File: src/bbia_pkg.sv
// Shared types and constants of the bitmap block and inode allocator.
package bbia_pkg;

	localparam int WORD_W    = 32;
	localparam int BIT_W     = 5;
	localparam int NUM_W     = 10;
	localparam int IDX_W     = 12;
	localparam int EXT_W     = 13;
	localparam int FB_OUT_W  = 11;
	localparam int FI_OUT_W  = 9;

	typedef logic [1:0] cmd_t;

	localparam cmd_t CMD_ALLOC   = 2'd0;
	localparam cmd_t CMD_MARK    = 2'd1;
	localparam cmd_t CMD_RELEASE = 2'd2;
	localparam cmd_t CMD_QUERY   = 2'd3;

	localparam logic POOL_BLOCK = 1'b0;
	localparam logic POOL_INODE = 1'b1;

	typedef logic [WORD_W-1:0] word_t;

	typedef struct packed {
		logic rd_en;
		logic wr_en;
	} mem_ctl_t;

endpackage

File: src/bbia_bitmap.sv
// One bitmap memory of 32-bit words with a registered read and per-row valid bits.
module bbia_bitmap #(
	parameter int WORDS = 32,
	parameter int AW    = 5
) (
	input  logic              clk,
	input  logic              arst_n,
	input  bbia_pkg::mem_ctl_t ctl,
	input  logic [AW-1:0]     rd_addr,
	input  logic [AW-1:0]     wr_addr,
	input  bbia_pkg::word_t   wr_data,
	output bbia_pkg::word_t   rd_data
);

	bbia_pkg::word_t mem [WORDS];
	bbia_pkg::word_t rdata_q;
	logic [WORDS-1:0] row_vld_q;
	logic             rvld_q;

	// A row that was never written reads as all free.
	always_ff @(posedge clk or negedge arst_n) begin
		if (!arst_n) begin
			row_vld_q <= '0;
			rvld_q    <= 1'b0;
		end else begin
			if (ctl.wr_en) begin
				row_vld_q[wr_addr] <= 1'b1;
			end
			if (ctl.rd_en) begin
				rvld_q <= row_vld_q[rd_addr];
			end
		end
	end

	always_ff @(posedge clk) begin
		if (ctl.wr_en) begin
			mem[wr_addr] <= wr_data;
		end
		if (ctl.rd_en) begin
			rdata_q <= mem[rd_addr];
		end
	end

	assign rd_data = rvld_q ? rdata_q : '0;

endmodule

File: src/bbia_find.sv
// Priority encoder that finds the lowest clear bit of a bitmap word.
module bbia_find (
	input  bbia_pkg::word_t            used_word,
	output logic                       found,
	output logic [bbia_pkg::BIT_W-1:0] bit_idx
);

	always_comb begin
		bit_idx = '0;
		for (int i = bbia_pkg::WORD_W - 1; i >= 0; i--) begin
			if (!used_word[i]) begin
				bit_idx = bbia_pkg::BIT_W'(i);
			end
		end
	end

	assign found = ~&used_word;

endmodule

File: src/bitmap_block_inode_allocator_top.sv
// Top level of the bitmap first-fit allocator for data blocks and inodes.
//
// Requests arrive on the input channel (in_valid/in_ready) with command, pool
// and number; each request gives exactly one result on the output channel
// (out_valid/out_ready). One request is worked on at a time.
// Mark, release and query pass from the input transfer through a read of the
// bitmap word (RD), a modify and write back (UPD) and a load of the output
// register (FIN) before the result appears.
// Allocate scans the pool's bitmap memory one 32-bit word per cycle through a
// priority encoder: up to 32 words for 1024 blocks, up to 8 for 256 inodes.
// The output register holds a finished result while the receiver stalls; the
// block then waits before loading the next result, and takes a new request
// once that result has moved into the output register.
// Reset frees every entry of both pools at once (row valid bits, no clearing
// pass), sets both free counts to the pool sizes and the block search start to 0.
// Write the configuration register (cfg_we/cfg_wdata) only while idle; the block
// itself does not enforce this.
module bitmap_block_inode_allocator_top #(
	parameter int BLOCK_COUNT = 1024,
	parameter int INODE_COUNT = 256
) (
	input  logic                          clk,
	input  logic                          arst_n,
	input  logic                          cfg_we,
	input  logic [bbia_pkg::NUM_W-1:0]    cfg_wdata,
	input  logic                          in_valid,
	output logic                          in_ready,
	input  bbia_pkg::cmd_t                command,
	input  logic                          pool,
	input  logic [bbia_pkg::NUM_W-1:0]    number,
	output logic                          out_valid,
	input  logic                          out_ready,
	output logic [bbia_pkg::NUM_W-1:0]    result_number,
	output logic                          is_used,
	output logic [bbia_pkg::FB_OUT_W-1:0] free_blocks,
	output logic [bbia_pkg::FI_OUT_W-1:0] free_inodes
);

	localparam int B_WORDS = (BLOCK_COUNT + 31) / 32;
	localparam int I_WORDS = (INODE_COUNT + 31) / 32;
	localparam int B_AW    = (B_WORDS > 1) ? $clog2(B_WORDS) : 1;
	localparam int I_AW    = (I_WORDS > 1) ? $clog2(I_WORDS) : 1;
	localparam int SAW     = (B_AW > I_AW) ? B_AW : I_AW;
	localparam int CB_W    = $clog2(BLOCK_COUNT + 1);
	localparam int CI_W    = $clog2(INODE_COUNT + 1);
	localparam int B_TAIL  = BLOCK_COUNT - 32 * (B_WORDS - 1);
	localparam int I_TAIL  = INODE_COUNT - 32 * (I_WORDS - 1);

	localparam logic [SAW-1:0] B_LAST = SAW'(B_WORDS - 1);
	localparam logic [SAW-1:0] I_LAST = SAW'(I_WORDS - 1);
	localparam bbia_pkg::word_t B_TAIL_MASK = ~(32'((33'd1 << B_TAIL) - 33'd1));
	localparam bbia_pkg::word_t I_TAIL_MASK = ~(32'((33'd1 << I_TAIL) - 33'd1));
	localparam logic [CB_W-1:0] B_FULL = CB_W'(BLOCK_COUNT);
	localparam logic [CI_W-1:0] I_FULL = CI_W'(INODE_COUNT);

	localparam logic [2:0] ST_IDLE = 3'd0;
	localparam logic [2:0] ST_RD   = 3'd1;
	localparam logic [2:0] ST_UPD  = 3'd2;
	localparam logic [2:0] ST_SCAN = 3'd3;
	localparam logic [2:0] ST_FIN  = 3'd4;

	logic [2:0]                          state_q;
	bbia_pkg::cmd_t                      cmd_q;
	logic                                pool_q;
	logic [bbia_pkg::IDX_W-1:0]          slot_q;
	logic                                vld_q;
	logic [SAW-1:0]                      word_q;
	logic                                first_q;
	logic                                eval_vld_s1;
	logic                                eval_first_s1;
	logic [SAW-1:0]                      eval_word_s1;
	logic [bbia_pkg::NUM_W-1:0]          res_num_q;
	logic                                res_used_q;
	logic [bbia_pkg::NUM_W-1:0]          fdb_q;
	logic [CB_W-1:0]                     fb_q;
	logic [CI_W-1:0]                     fi_q;
	logic                                out_valid_q;
	logic [bbia_pkg::NUM_W-1:0]          out_num_q;
	logic                                out_used_q;
	logic [bbia_pkg::FB_OUT_W-1:0]       out_fb_q;
	logic [bbia_pkg::FI_OUT_W-1:0]       out_fi_q;

	logic [bbia_pkg::EXT_W-1:0]          num_ext;
	logic [bbia_pkg::EXT_W-1:0]          fdb_ext;
	logic                                blk_ok;
	logic                                ino_ok;
	logic                                fdb_ok;
	logic [bbia_pkg::NUM_W-1:0]          slot_in;
	logic [bbia_pkg::EXT_W-1:0]          fb_ext;
	logic [bbia_pkg::EXT_W-1:0]          fi_ext;

	bbia_pkg::word_t                     rdata;
	bbia_pkg::word_t                     blk_rdata;
	bbia_pkg::word_t                     ino_rdata;
	bbia_pkg::word_t                     scan_word;
	bbia_pkg::word_t                     bit_mask;
	bbia_pkg::word_t                     wr_data;
	logic [SAW-1:0]                      rd_addr;
	logic [SAW-1:0]                      wr_addr;
	logic                                rd_en;
	logic                                wr_en;
	logic                                found;
	logic [bbia_pkg::BIT_W-1:0]          found_bit;
	logic                                scan_hit;
	logic                                scan_end;
	logic                                cnt_dec;
	logic                                cnt_inc;
	logic [bbia_pkg::IDX_W-1:0]          hit_idx;
	logic                                out_free;
	bbia_pkg::mem_ctl_t                  blk_ctl;
	bbia_pkg::mem_ctl_t                  ino_ctl;

	assign num_ext = bbia_pkg::EXT_W'(number);
	assign fdb_ext = bbia_pkg::EXT_W'(fdb_q);
	assign blk_ok  = num_ext < bbia_pkg::EXT_W'(BLOCK_COUNT);
	assign ino_ok  = (number != '0) && (num_ext <= bbia_pkg::EXT_W'(INODE_COUNT));
	assign fdb_ok  = fdb_ext < bbia_pkg::EXT_W'(BLOCK_COUNT);
	assign slot_in = (pool == bbia_pkg::POOL_INODE) ? number - 1'b1 : number;

	assign in_ready = (state_q == ST_IDLE);
	assign out_free = !out_valid_q || out_ready;

	assign rdata = (pool_q == bbia_pkg::POOL_INODE) ? ino_rdata : blk_rdata;
	assign bit_mask = bbia_pkg::word_t'(1) << slot_q[bbia_pkg::BIT_W-1:0];

	// Bits below the search start and past the pool end count as used.
	always_comb begin
		scan_word = rdata;
		if (pool_q == bbia_pkg::POOL_BLOCK) begin
			if (eval_first_s1) begin
				scan_word = scan_word
					| 32'((33'd1 << fdb_q[bbia_pkg::BIT_W-1:0]) - 33'd1);
			end
			if (eval_word_s1 == B_LAST) begin
				scan_word = scan_word | B_TAIL_MASK;
			end
		end else begin
			if (eval_word_s1 == I_LAST) begin
				scan_word = scan_word | I_TAIL_MASK;
			end
		end
	end

	bbia_find u_find (
		.used_word (scan_word),
		.found     (found),
		.bit_idx   (found_bit)
	);

	assign hit_idx  = bbia_pkg::IDX_W'({eval_word_s1, found_bit});
	assign scan_hit = eval_vld_s1 && found;
	assign scan_end = eval_vld_s1 && !found
		&& (eval_word_s1 == ((pool_q == bbia_pkg::POOL_INODE) ? I_LAST : B_LAST));

	always_comb begin
		rd_en   = 1'b0;
		wr_en   = 1'b0;
		cnt_dec = 1'b0;
		cnt_inc = 1'b0;
		rd_addr = slot_q[bbia_pkg::BIT_W +: SAW];
		wr_addr = slot_q[bbia_pkg::BIT_W +: SAW];
		wr_data = rdata | bit_mask;
		case (state_q)
			ST_RD: begin
				rd_en = vld_q;
			end
			ST_UPD: begin
				case (cmd_q)
					bbia_pkg::CMD_MARK: begin
						wr_en   = vld_q;
						cnt_dec = vld_q;
					end
					bbia_pkg::CMD_RELEASE: begin
						wr_en   = vld_q;
						cnt_inc = vld_q;
						wr_data = rdata & ~bit_mask;
					end
					default: begin
					end
				endcase
			end
			ST_SCAN: begin
				rd_addr = word_q;
				wr_addr = eval_word_s1;
				wr_data = rdata | (bbia_pkg::word_t'(1) << found_bit);
				if (scan_hit) begin
					wr_en   = 1'b1;
					cnt_dec = 1'b1;
				end else if (!scan_end) begin
					rd_en = 1'b1;
				end
			end
			default: begin
			end
		endcase
	end

	assign blk_ctl.rd_en = rd_en && (pool_q == bbia_pkg::POOL_BLOCK);
	assign blk_ctl.wr_en = wr_en && (pool_q == bbia_pkg::POOL_BLOCK);
	assign ino_ctl.rd_en = rd_en && (pool_q == bbia_pkg::POOL_INODE);
	assign ino_ctl.wr_en = wr_en && (pool_q == bbia_pkg::POOL_INODE);

	bbia_bitmap #(
		.WORDS (B_WORDS),
		.AW    (B_AW)
	) u_blk_map (
		.clk     (clk),
		.arst_n  (arst_n),
		.ctl     (blk_ctl),
		.rd_addr (rd_addr[B_AW-1:0]),
		.wr_addr (wr_addr[B_AW-1:0]),
		.wr_data (wr_data),
		.rd_data (blk_rdata)
	);

	bbia_bitmap #(
		.WORDS (I_WORDS),
		.AW    (I_AW)
	) u_ino_map (
		.clk     (clk),
		.arst_n  (arst_n),
		.ctl     (ino_ctl),
		.rd_addr (rd_addr[I_AW-1:0]),
		.wr_addr (wr_addr[I_AW-1:0]),
		.wr_data (wr_data),
		.rd_data (ino_rdata)
	);

	always_ff @(posedge clk or negedge arst_n) begin
		if (!arst_n) begin
			state_q       <= ST_IDLE;
			fdb_q         <= '0;
			fb_q          <= B_FULL;
			fi_q          <= I_FULL;
			eval_vld_s1   <= 1'b0;
			eval_first_s1 <= 1'b0;
			first_q       <= 1'b0;
			out_valid_q   <= 1'b0;
		end else begin
			if (cfg_we) begin
				fdb_q <= cfg_wdata;
			end
			if (state_q == ST_FIN && out_free) begin
				out_valid_q <= 1'b1;
			end else if (out_valid_q && out_ready) begin
				out_valid_q <= 1'b0;
			end
			if (cnt_dec) begin
				if (pool_q == bbia_pkg::POOL_INODE) begin
					fi_q <= (fi_q == '0) ? fi_q : fi_q - 1'b1;
				end else begin
					fb_q <= (fb_q == '0) ? fb_q : fb_q - 1'b1;
				end
			end
			if (cnt_inc) begin
				if (pool_q == bbia_pkg::POOL_INODE) begin
					fi_q <= (fi_q >= I_FULL) ? I_FULL : fi_q + 1'b1;
				end else begin
					fb_q <= (fb_q >= B_FULL) ? B_FULL : fb_q + 1'b1;
				end
			end
			case (state_q)
				ST_IDLE: begin
					if (in_valid) begin
						eval_vld_s1 <= 1'b0;
						first_q     <= 1'b1;
						if (command != bbia_pkg::CMD_ALLOC) begin
							state_q <= ST_RD;
						end else if (pool == bbia_pkg::POOL_BLOCK && !fdb_ok) begin
							state_q <= ST_FIN;
						end else begin
							state_q <= ST_SCAN;
						end
					end
				end
				ST_RD: begin
					state_q <= ST_UPD;
				end
				ST_UPD: begin
					state_q <= ST_FIN;
				end
				ST_SCAN: begin
					if (scan_hit || scan_end) begin
						state_q <= ST_FIN;
					end else begin
						eval_vld_s1   <= 1'b1;
						eval_first_s1 <= first_q;
						first_q       <= 1'b0;
					end
				end
				ST_FIN: begin
					if (out_free) begin
						state_q <= ST_IDLE;
					end
				end
				default: begin
					state_q <= ST_IDLE;
				end
			endcase
		end
	end

	assign fb_ext = bbia_pkg::EXT_W'(fb_q);
	assign fi_ext = bbia_pkg::EXT_W'(fi_q);

	// Request and result payload registers.
	always_ff @(posedge clk) begin
		case (state_q)
			ST_IDLE: begin
				if (in_valid) begin
					cmd_q      <= command;
					pool_q     <= pool;
					slot_q     <= bbia_pkg::IDX_W'(slot_in);
					vld_q      <= (pool == bbia_pkg::POOL_INODE) ? ino_ok : blk_ok;
					res_num_q  <= '0;
					res_used_q <= 1'b0;
					word_q     <= (pool == bbia_pkg::POOL_INODE)
						? '0 : fdb_ext[bbia_pkg::BIT_W +: SAW];
				end
			end
			ST_UPD: begin
				if (cmd_q == bbia_pkg::CMD_QUERY) begin
					res_used_q <= vld_q && rdata[slot_q[bbia_pkg::BIT_W-1:0]];
				end
			end
			ST_SCAN: begin
				if (scan_hit) begin
					res_num_q <= (pool_q == bbia_pkg::POOL_INODE)
						? hit_idx[bbia_pkg::NUM_W-1:0] + 1'b1
						: hit_idx[bbia_pkg::NUM_W-1:0];
				end else if (!scan_end) begin
					eval_word_s1 <= word_q;
					word_q       <= word_q + 1'b1;
				end
			end
			ST_FIN: begin
				if (out_free) begin
					out_num_q  <= res_num_q;
					out_used_q <= res_used_q;
					out_fb_q   <= fb_ext[bbia_pkg::FB_OUT_W-1:0];
					out_fi_q   <= fi_ext[bbia_pkg::FI_OUT_W-1:0];
				end
			end
			default: begin
			end
		endcase
	end

	assign out_valid     = out_valid_q;
	assign result_number = out_num_q;
	assign is_used       = out_used_q;
	assign free_blocks   = out_fb_q;
	assign free_inodes   = out_fi_q;

endmodule

File: config.mk
export PLATFORM = sky130hd
export DESIGN_NAME = bitmap_block_inode_allocator_top
export DESIGN_NICKNAME = d
export VERILOG_FILES = /design/src/bbia_pkg.sv /design/src/bbia_bitmap.sv /design/src/bbia_find.sv /design/src/bitmap_block_inode_allocator_top.sv
export SDC_FILE = /design/constraint.sdc
export NUM_CORES = 2
export LEC_CHECK = 0
export BUFFER_PORTS_ARGS = -buffer_cell sky130_fd_sc_hd__buf_2
export CAP_MARGIN = 30
export CORE_AREA = 10 10 548 389
export DETAILED_ROUTE_END_ITERATION = 12
export DIE_AREA = 0 0 558 399
export SLEW_MARGIN = 5
export SYNTH_ARGS = -nofsm -noshare
export SYNTH_HDL_FRONTEND = slang
export SYNTH_SLANG_ARGS = --single-unit
File: constraint.sdc
create_clock -name clk -period 11.5 [get_ports clk]
set_clock_uncertainty 0.15 [all_clocks]
set_input_delay 0.575 -clock clk [delete_from_list [all_inputs] [get_ports clk]]
set_output_delay 0.575 -clock clk [all_outputs]
set_load 0.02 [all_outputs]
==> impl_metrics.py <==
metrics = {
    "outcome": {
        "status": "complete, no violations",
    },
    "timing": {
        "fin_ws_ps": 4716,
        "fmax_ghz": 0.1474,
        "worst_pin_slew_ps": 1188,
        "setup_violations": 0,
        "maxSlewViolCount": 0,
        "finalCriticalPeriod_ps": 6784,
        "finalSetupTns_ps": 0,
        "rsz0062_at_grt": "no",
        "slew_headroom": 0.2080,
        "fin_crit_sh": 0.5899,
        "final_hold_viol_count": 0,
    },
    "setup_path": {
        "rrSetupSlack_ps": 4720,
        "worstPathRequired_ps": 11890,
        "critPathLaunchType": "flop",
        "crit_top_cell": "a21oi_1",
        "crit_family": "compound AO/OA/AOI/OAI gates",
        "path_cells": "inv_1, nand3_1, ha_1, nand2_1, a21oi_1, a21oi_1, a221o_1, a211oi_1, o221ai_1, a21oi_1, nor3_1, o21ai_0, ha_1, nand4b_1, a32oi_2, buf_4",
        "cp.arrival_ps": 7170,
        "cp_max_fo": 24,
        "path_depth": 16,
        "criticalPathCategory": "flop to flop",
        "slowest_stage": "a32oi_2",
        "reg2regPathDepth": 16,
        "slowest_delay_ps": 910,
        "crit_buf_inv": 2,
        "crit_path_end_kind": "flop",
    },
    "drt": {
        "met1_length_um": 74930,
        "vias": 34090,
        "wl_um": 169900,
        "met3_wirelength_um": 17940,
        "first_pass_iters": 7,
        "ant_nets": 0,
        "top_layer_used": "met5",
        "vias_per_cell": 5.312,
        "routed-wl-met2_um": 73840,
        "drc": 0,
        "drtIter0Drc": 4471,
        "wl_per_cell_um": 26.47,
    },
    "cells_and_area": {
        "area_growth_pct": 15.15,
        "nets": 3671,
        "drive_gt1_frac": 0.2196,
    },
    "synth": {
        "netlist_top_cells_area": "edfxtp_1 (70%), mux4_2 (12%), dfrtp_1 (3.2%), nand2_1 (3.0%), nand3_1 (1.8%)",
        "synth_seq_cells": 1489,
        "synth_edf_count": 1410,
        "ys.flop_type": "edfxtp_1",
        "ys_seq_area_frac": 0.7328,
        "synth_top_area_cell": "edfxtp_1",
        "synth.most_common_cell": "edfxtp_1",
        "syn_inst": 3475,
        "synth_top_cells_by_count": "edfxtp_1 (1410), nand2_1 (482), mux4_2 (334)",
        "synth_warnings": 0,
        "synth_cell_types": 83,
        "syn-num-nets": 3520,
        "synth_top_area_share": 0.7001,
        "syn_avg_cell_area_um2": 17.40,
        "ys_async_sr_fraction": 0.05306,
        "synth_area_mm2": 0.06048,
    },
    "clocking": {
        "cts_sinks": 1489,
        "cts_max_level": 4,
        "cts.path.max_buffers": 3,
        "clk_pin_slew_ps": 60,
        "postCtsSetupBuffers": 0,
        "clock-root-buffer": "clkbuf_16",
        "cts_buffers": 139,
        "cts_tree": "built",
        "clk_latency_ps": 770,
    },
    "job": {
        "cap_violations": 0,
    },
    "global_route": {
        "grt_pass1_vias": 33520,
        "grt_max_degree": 105,
        "grtUsageTotal": 0.1481,
        "antenna_found_initial": 7,
        "grt_overflow": 0,
        "grt_pass1_wl_um": 243600,
    },
    "hold_path": {
        "hold_class": "input port to flop",
        "whs_path_depth": 3,
    },
    "power_and_ir_drop": {
        "p_leak_uw": 0.02259,
        "ir_drop_uv": 171.7,
        "p_per_area_mw_per_mm2": 215.3,
    },
    "place": {
        "gp_congestion": 0.8937,
        "dpl_worst_slack_ps": 4935,
        "dp_hpwl_um": 94230,
        "port_buffers": 60,
    },
    "floorplan": {
        "row_count": 139,
        "die_area_mm2": 0.2226,
        "die_w_um": 558,
        "ioPinCount": 61,
        "start_util": 0.2975,
        "core_mm2": 0.2033,
        "fp.dieH_um": 399,
    },
}
cell usage in the layout, fill, tap and decap left out, types with 11 or more instances in the layout:
cell / n
edfxtp_1: 1410
nor2_1: 73
dfrtp_1: 77
clkinv_2: 13
mux4_2: 334
inv_1: 25
a221oi_1: 13
a22oi_1: 24
nor3b_1: 12
a21oi_2: 11
o21bai_1: 34
nand3_1: 212
o22ai_1: 13
o21ai_0: 71
ha_1: 17
and3_1: 15
clkbuf_1: 28
dlygate4sd3_1: 24
xnor2_1: 12
buf_4: 103
xor2_1: 16
a22oi_2: 11
nor2_4: 41
clkbuf_16: 142
a21oi_1: 71
nand2_1: 480
mux2_2: 11
nor3_1: 25
buf_2: 62
nand2b_1: 14
o21ai_1: 17
a22o_1: 21
nand4_1: 13
clkinv_1: 39
mux2i_1: 12
per-layer routing:
layer,up-vias,global-route usage
met4,2,0.03419
met1,18040,0.2220
met2,1690,0.2158
li1,14140,-
met3,230,0.03662
met5,-,0
state kept, by name, indices dropped and copies added (netlist names), 11 cells and up:
| name | flops |
|---|---|
| free_blocks | 11 |
| u_blk_map.rdata_q | 32 |
| u_blk_map.row_vld_q | 32 |
| u_ino_map.mem | 256 |
| u_ino_map.rdata_q | 32 |
| fb_q | 11 |
| u_blk_map.mem | 1024 |
stage by stage:
stage                     hold slack, ps  total power (uW)    util  instance area (um^2)  std cells
final                              73.63             14990  0.3426                 69640       6418
after global routing               71.64             15580  0.3425                 69640       6417
after CTS                          14.11             15040  0.3419                 69520       6410
after detailed placement           266.3             10540  0.3192                 64890       6133
after global placement             258.7             10500  0.3189                 64840       6129
after floorplan                    129.4              9138       -                 60480       3475
power breakdown:
part	switching [uW]	internal (uW)
Combinational	2440	1250
Sequential	192	6590
Clock	2040	2480
Total	4680	10300
final cells by class:
cell class,instances,area (um^2)
Antenna cell,1,2.502
Clock buffer,172,3686
Clock inverter,81,703.2
Fill cell,19050,133700
Inverter,25,93.84
Multi-Input combinational cell,1768,15880
Sequential cell,1489,44320
Tap cell,2679,3352
Timing Repair Buffer,203,1609
logic make-up after synthesis:
family,Yosys count,share of synthesized area
AOI/OAI and AO/OA,392,0.04307
xor gates and xnor gates,28,0.004055
adders and majority gates,17,0.003517
buffers and inverters,218,0.01456
DFF,1489,0.7328
muxes,362,0.1293
and+or+nand+nor,969,0.07276
worst register-to-register path, stage by stage (launching register included):
cell	delay, ps
dfrtp_1	850
inv_1	350
nand3_1	190
ha_1	680
nand2_1	300
a21oi_1	240
a21oi_1	150
a221o_1	370
a211oi_1	320
o221ai_1	230
a21oi_1	310
nor3_1	120
o21ai_0	450
ha_1	340
nand4b_1	140
a32oi_2	910
buf_4	450
path summary, 6_finish.rpt:
path,start,end
setup / recovery,fdb_q[4],u_ino_map.mem[1][1]
hold / removal,in_valid,state_q[0]
setup reg to reg,fdb_q[4],u_ino_map.mem[1][1]
hold reg to reg,res_num_q[8],result_number[8]
max in group asynchronous,arst_n,u_blk_map.row_vld_q[17]
min in group asynchronous,arst_n,fb_q[3]
repair_timing:
action / CTS / global route
resized for setup: 0 / 0
hold endpoints to repair: 40 / 0
hold buffers: 24 / 0
No activity file was read; power rests on OpenSTA's default activity.
